### src/hdl/ibin_pkg.sv
// ibin_pkg: field widths and shared types for the 2x2 binning block
// no dependencies; imported by the interfaces, ibin_scan and the core
`timescale 1ns / 1ps
`default_nettype none

package ibin_pkg;

    localparam int PIX_W  = 32;  // input pixel, two's complement
    localparam int PAIR_W = 33;  // sum of a horizontal pixel pair
    localparam int SUM_W  = 34;  // sum of a 2x2 block
    localparam int CFG_W  = 13;  // width of the image_side register write

    // scan position of the pixel at the head of the input channel
    typedef struct packed {
        logic odd_col;
        logic odd_row;
        logic last;     // bottom-right pixel of the image
    } pos_t;

endpackage

`default_nettype wire

### src/hdl/ibin_scan.sv
// ibin_scan: side length register and raster column/row counters
// depends on ibin_pkg for pos_t and CFG_W
`timescale 1ns / 1ps
`default_nettype none

module ibin_scan #(
    parameter int MAX_SIDE = 4096,
    parameter int SIDE_W   = 13,
    parameter int COL_W    = 12,
    parameter int ADDR_W   = 11
) (
    input  wire logic                        clk,
    input  wire logic                        rst_n,
    input  wire logic                        cfg_we,
    input  wire logic [ibin_pkg::CFG_W-1:0]  cfg_side,
    input  wire logic                        step,
    output ibin_pkg::pos_t                   pos,
    output logic      [ADDR_W-1:0]           slot
);
    import ibin_pkg::*;

    localparam logic [31:0] MAX_L = 32'(MAX_SIDE);

    logic [SIDE_W-1:0] side_reg, side_next;
    logic [COL_W-1:0]  col_reg, col_next;
    logic [COL_W-1:0]  row_reg, row_next;
    logic [SIDE_W-1:0] side_m1;
    logic              col_end;
    logic              row_end;
    logic [31:0]       even_val;
    logic [31:0]       sat_val;

    assign side_m1 = side_reg - SIDE_W'(1);
    assign col_end = (SIDE_W'(col_reg) == side_m1);
    assign row_end = (SIDE_W'(row_reg) == side_m1);

    assign pos.odd_col = col_reg[0];
    assign pos.odd_row = row_reg[0];
    assign pos.last    = col_end && row_end;
    assign slot        = ADDR_W'(col_reg >> 1);

    // round down to even, then clamp to 2..MAX_SIDE
    always_comb
    begin
        even_val = 32'(cfg_side & ~CFG_W'(1));
        priority if (even_val < 32'd2)
        begin
            sat_val = 32'd2;
        end
        else if (even_val > MAX_L)
        begin
            sat_val = MAX_L;
        end
        else
        begin
            sat_val = even_val;
        end
    end

    always_comb
    begin
        side_next = side_reg;
        col_next  = col_reg;
        row_next  = row_reg;
        priority if (cfg_we)
        begin
            side_next = SIDE_W'(sat_val);
            col_next  = '0;
            row_next  = '0;
        end
        else if (step)
        begin
            if (col_end)
            begin
                col_next = '0;
                row_next = row_end ? '0 : row_reg + COL_W'(1);
            end
            else
            begin
                col_next = col_reg + COL_W'(1);
            end
        end
    end

    always_ff @(posedge clk or negedge rst_n)
    begin
        if (!rst_n)
        begin
            side_reg <= SIDE_W'(2);
            col_reg  <= '0;
            row_reg  <= '0;
        end
        else
        begin
            side_reg <= side_next;
            col_reg  <= col_next;
            row_reg  <= row_next;
        end
    end

endmodule

`default_nettype wire

### config.mk
export PLATFORM = sky130hd
export DESIGN_NAME = ibin_scan
export DESIGN_NICKNAME = d
export VERILOG_FILES = /design/src/hdl/ibin_pkg.sv /design/src/hdl/ibin_scan.sv
export SDC_FILE = /design/constraint.sdc
export NUM_CORES = 1
export LEC_CHECK = 0
export ABC_AREA = 1
export BUFFER_PORTS_ARGS = -buffer_cell sky130_fd_sc_hd__buf_2
export CAP_MARGIN = 30
export CORE_MARGIN = 3
export CORE_UTILIZATION = 46
export DETAILED_ROUTE_END_ITERATION = 6
export GPL_TIMING_DRIVEN = 1
export PLACE_DENSITY = 0.68
export SLEW_MARGIN = 40
export SYNTH_ARGS = -nofsm -noshare
export SYNTH_HDL_FRONTEND = slang
export SYNTH_SLANG_ARGS = --single-unit
### constraint.sdc
create_clock -name clk -period 2.6 [get_ports clk]
set_clock_uncertainty 0.15 [all_clocks]
set_input_delay 0.52 -clock clk [delete_from_list [all_inputs] [get_ports clk]]
set_output_delay 0.52 -clock clk [all_outputs]
set_load 0.01 [all_outputs]
==> results.py <==
metrics = {
    "outcome": {
        "outcome": "complete, but fails checks",
        "violations": "setup timing",
    },
    "routing": {
        "first_pass_iters": 4,
        "drt_iter0_drc": 154,
        "drt-vias-per-instance": 5.29,
        "antenna_left": 0,
        "wl_per_cell_um": 13.9,
        "wirelength_um": 7090,
        "vias": 2703,
        "drc": 0,
    },
    "critical_path": {
        "cp_cell_sequence": "inv_2, ha_4, nor2_1, nor2_1, nand3_1, nor2_1, nand3_1, nor2_2, nand3_2, nor3_2, buf_2",
        "endpoint_kind": "output port",
        "path_common_cell": "nor2_1",
        "critPathKind": "reg -> out",
        "startpoint": "side_reg[1]",
        "r2r_slack_ps": 120,
        "crit_path_top_delay_cell": "dfstp_2",
        "r2r_start": "side_reg[1]",
        "arrival_ps": 2150,
        "startpoint_type": "flop",
        "crit_required_ps": 1930,
        "r2r_end": "row_reg[10]",
        "timing.reg2reg.worst_path_depth": 17,
        "path_max_fanout": 4,
        "cpPeakStageDelay_ps": 540,
    },
    "placed_design": {
        "place_hpwl_um": 5270,
        "place_ws_ps": -32.0,
        "routabilityCongestion": 0.868,
        "port-buffer-count": 29,
    },
    "grt": {
        "overflow": 0,
        "grt_max_degree": 37,
        "first_global_vias": 2512,
        "track_usage_pct": 22.9,
        "antenna_found_initial": 0,
        "grt_pass1_wl_um": 11700,
    },
    "sta": {
        "timing.hold.ws_ps": 26.0,
        "hold_viol": 0,
        "relSlewSlack_pct": 35.9,
        "period_share_pct": 109,
        "slew_violations": 0,
        "worst_slack_ps": -223,
        "rsz0062_at_grt": "yes",
        "fmax_ghz": 0.354,
        "setup_viol": 1,
        "fin_crit_ps": 2820,
        "tightest_slew_ps": 956,
    },
    "layout": {
        "fillers": 496,
        "nets": 460,
        "drive_above_1_share_pct": 18.8,
        "antenna_cells": 0,
        "areaGrowthSynthToFinish_pct": 21.5,
        "post-route-util_pct": 60.2,
    },
    "pwr": {
        "power_frac_seq_pct": 37.3,
        "p_clk_share_pct": 41.9,
        "power.leakage_nw": 1.54,
        "p_int_w": 0.00120,
        "p_per_area_nw_per_um2": 521,
        "peakVddDrop_uv": 280,
        "switching_share_pct": 28.1,
        "power_frac_comb_pct": 20.8,
        "p_sw_w": 0.000468,
    },
    "logic_synthesis": {
        "ys_seq_elements": 36,
        "synth_xor_area_share_pct": 4.38,
        "synth-adder-area-share_pct": 1.43,
        "synth_simple_gate_area_share_pct": 43.2,
        "synth-seq-area-share_pct": 34.3,
        "synthArstFlopShare_pct": 100,
        "synth_area_um2": 2630,
        "synth_top_family_by_area": "simple AND/OR/NAND/NOR gates",
        "synthCells": 398,
        "ys_top_cells_by_area": "dfrtp_1, nand2_1, nand3_1, inv_1, nor2_1",
        "synth-edff-count": 0,
        "yosys-mux-area-fraction_pct": 0,
        "yosys_warnings": 0,
        "syn-num-nets": 418,
        "syn_area_per_cell_um2": 6.61,
        "synthFlopType": "dfrtp_1",
        "synth_compound_area_share_pct": 7.33,
        "synth_cell_types": 26,
        "yosysTopAreaCellShare_pct": 33.3,
        "yosysTopAreaCell": "dfrtp_1",
    },
    "flow_run": {
        "cap_violations": 0,
    },
    "floorplan": {
        "die_x_um": 81.6,
        "core_um2": 5300,
        "die_area_um2": 6660,
        "die_h_um": 81.6,
        "placementRows": 26,
        "num_io_pins": 31,
        "initial_core_util_pct": 49.6,
    },
    "clock_tree": {
        "ctsRootBufferMaster": "clkbuf_8",
        "clock_path_buffers": 2,
        "htreeDepth": 2,
        "hold_buffers": 0,
        "clock_latency_ps": 290,
        "clk_pin_slew_worst_paths_ps": 70,
        "cts_num_sinks": 36,
        "cts_buffers": 5,
        "cts_tree": "yes",
    },
    "worst_hold_path": {
        "hold_class": "in -> async",
    },
}
## layout by cell type (no fill, tap or decap), types with 2 or more instances in the layout
cell type / synthesis / final
clkbuf_8: 0 / 5
xor2_1: 8 / 7
nand4_1: 5 / 5
inv_1: 44 / 41
xnor3_1: 2 / 2
buf_6: 3 / 5
o21ai_0: 23 / 23
bufinv_16: 0 / 3
nand2_1: 106 / 103
inv_2: 0 / 2
nand3_1: 76 / 73
nand2_8: 0 / 3
nor4_1: 2 / 2
dfrtp_1: 35 / 35
buf_2: 2 / 28
nor2_1: 44 / 43
nor2_4: 2 / 4
nor3_1: 6 / 5
nor2_2: 6 / 5
nand3_2: 1 / 4
a21oi_1: 13 / 13
buf_4: 2 / 14
nand2_2: 3 / 6
ha_1: 3 / 2
## routing by layer
metal | track usage [%] | wire (um) | share of wire, % | vias up
met1 | 30.5 | 3270 | 46 | 1256
met2 | 36.5 | 3390 | 48 | 59
li1 | - | - | - | 1380
met4 | 7.81 | 73 | 1.0 | 0
met3 | 5.26 | 349 | 4.9 | 8
met5 | 0 | 0 | 0 | -
## kinds of logic after synthesis
kind of cell	Yosys count
compound gates	38
xor+xnor	10
fa+ha+maj	3
buf+inv	57
flops	36
simple gates	254
## repair_timing
item                                    CTS  global route
endpoints found under the setup margin    1            23
setup buffers                             1             1
pin swaps                                 1             8
cloned                                    0             3
gates resized for setup                   5            20
## metrics by stage
| step | setup TNS (ps) | power [W] | instances | cell area (um2) |
|---|---|---|---|---|
| 2_1_floorplan | 0 | 0.000850 | 398 | 2630 |
| 3_3_place_gp | -33.2 | 0.000941 | 498 | 2890 |
| 3_5_place_dp | -32.0 | 0.000948 | 498 | 2890 |
| 4_1_cts | -232 | 0.00165 | 507 | 3070 |
| 5_1_grt | -1380 | 0.00175 | 511 | 3190 |
| 6_report | -223 | 0.00167 | 511 | 3190 |
## critical path, delay by kind of cell (launching register included)
family / cells / cell delay, ps
simple gates: 8 / 830
flops: 1 / 540
fa+ha+maj: 1 / 280
buf+inv: 2 / 220
## power groups by stage
stage / Clock, W / Combinational [W] / Sequential [W]
after detailed placement: 0 / 0.000317 / 0.000630
after global routing: 0.000737 / 0.000390 / 0.000625
after CTS: 0.000708 / 0.000326 / 0.000620
final: 0.000698 / 0.000347 / 0.000621
after floorplan: 0 / 0.000228 / 0.000622
after global placement: 0 / 0.000311 / 0.000630
## area by class of cell
class	count	area, um2	share of cell area (%)
Clock buffer	5	68.8	2.15
Inverter	44	165	5.17
Clock inverter	3	90.1	2.82
Sequential cell	36	902	28.2
Tap cell	70	87.6	2.74
Multi-Input combinational cell	306	1580	49.4
Timing Repair Buffer	47	302	9.44
## synth_stat cells (5+ instances only)
master and instances:
nand4_1 5, nor3_1 6, xor2_1 8, nor2_2 6
clkbuf_1 6, nand2_1 106, o21ai_0 23, dfrtp_1 35
nand3_1 76, nor2_1 44, a21oi_1 13, inv_1 44
## worst max path at each step
stage / to / cells past startpoint
6_report: pos[0] / 11
5_1_grt: pos[0] / 11
4_1_cts: pos[0] / 13
3_5_place_dp: pos[0] / 12
3_3_place_gp: pos[0] / 14
2_1_floorplan: pos[0] / 13
(Power assumes the default switching activity.)
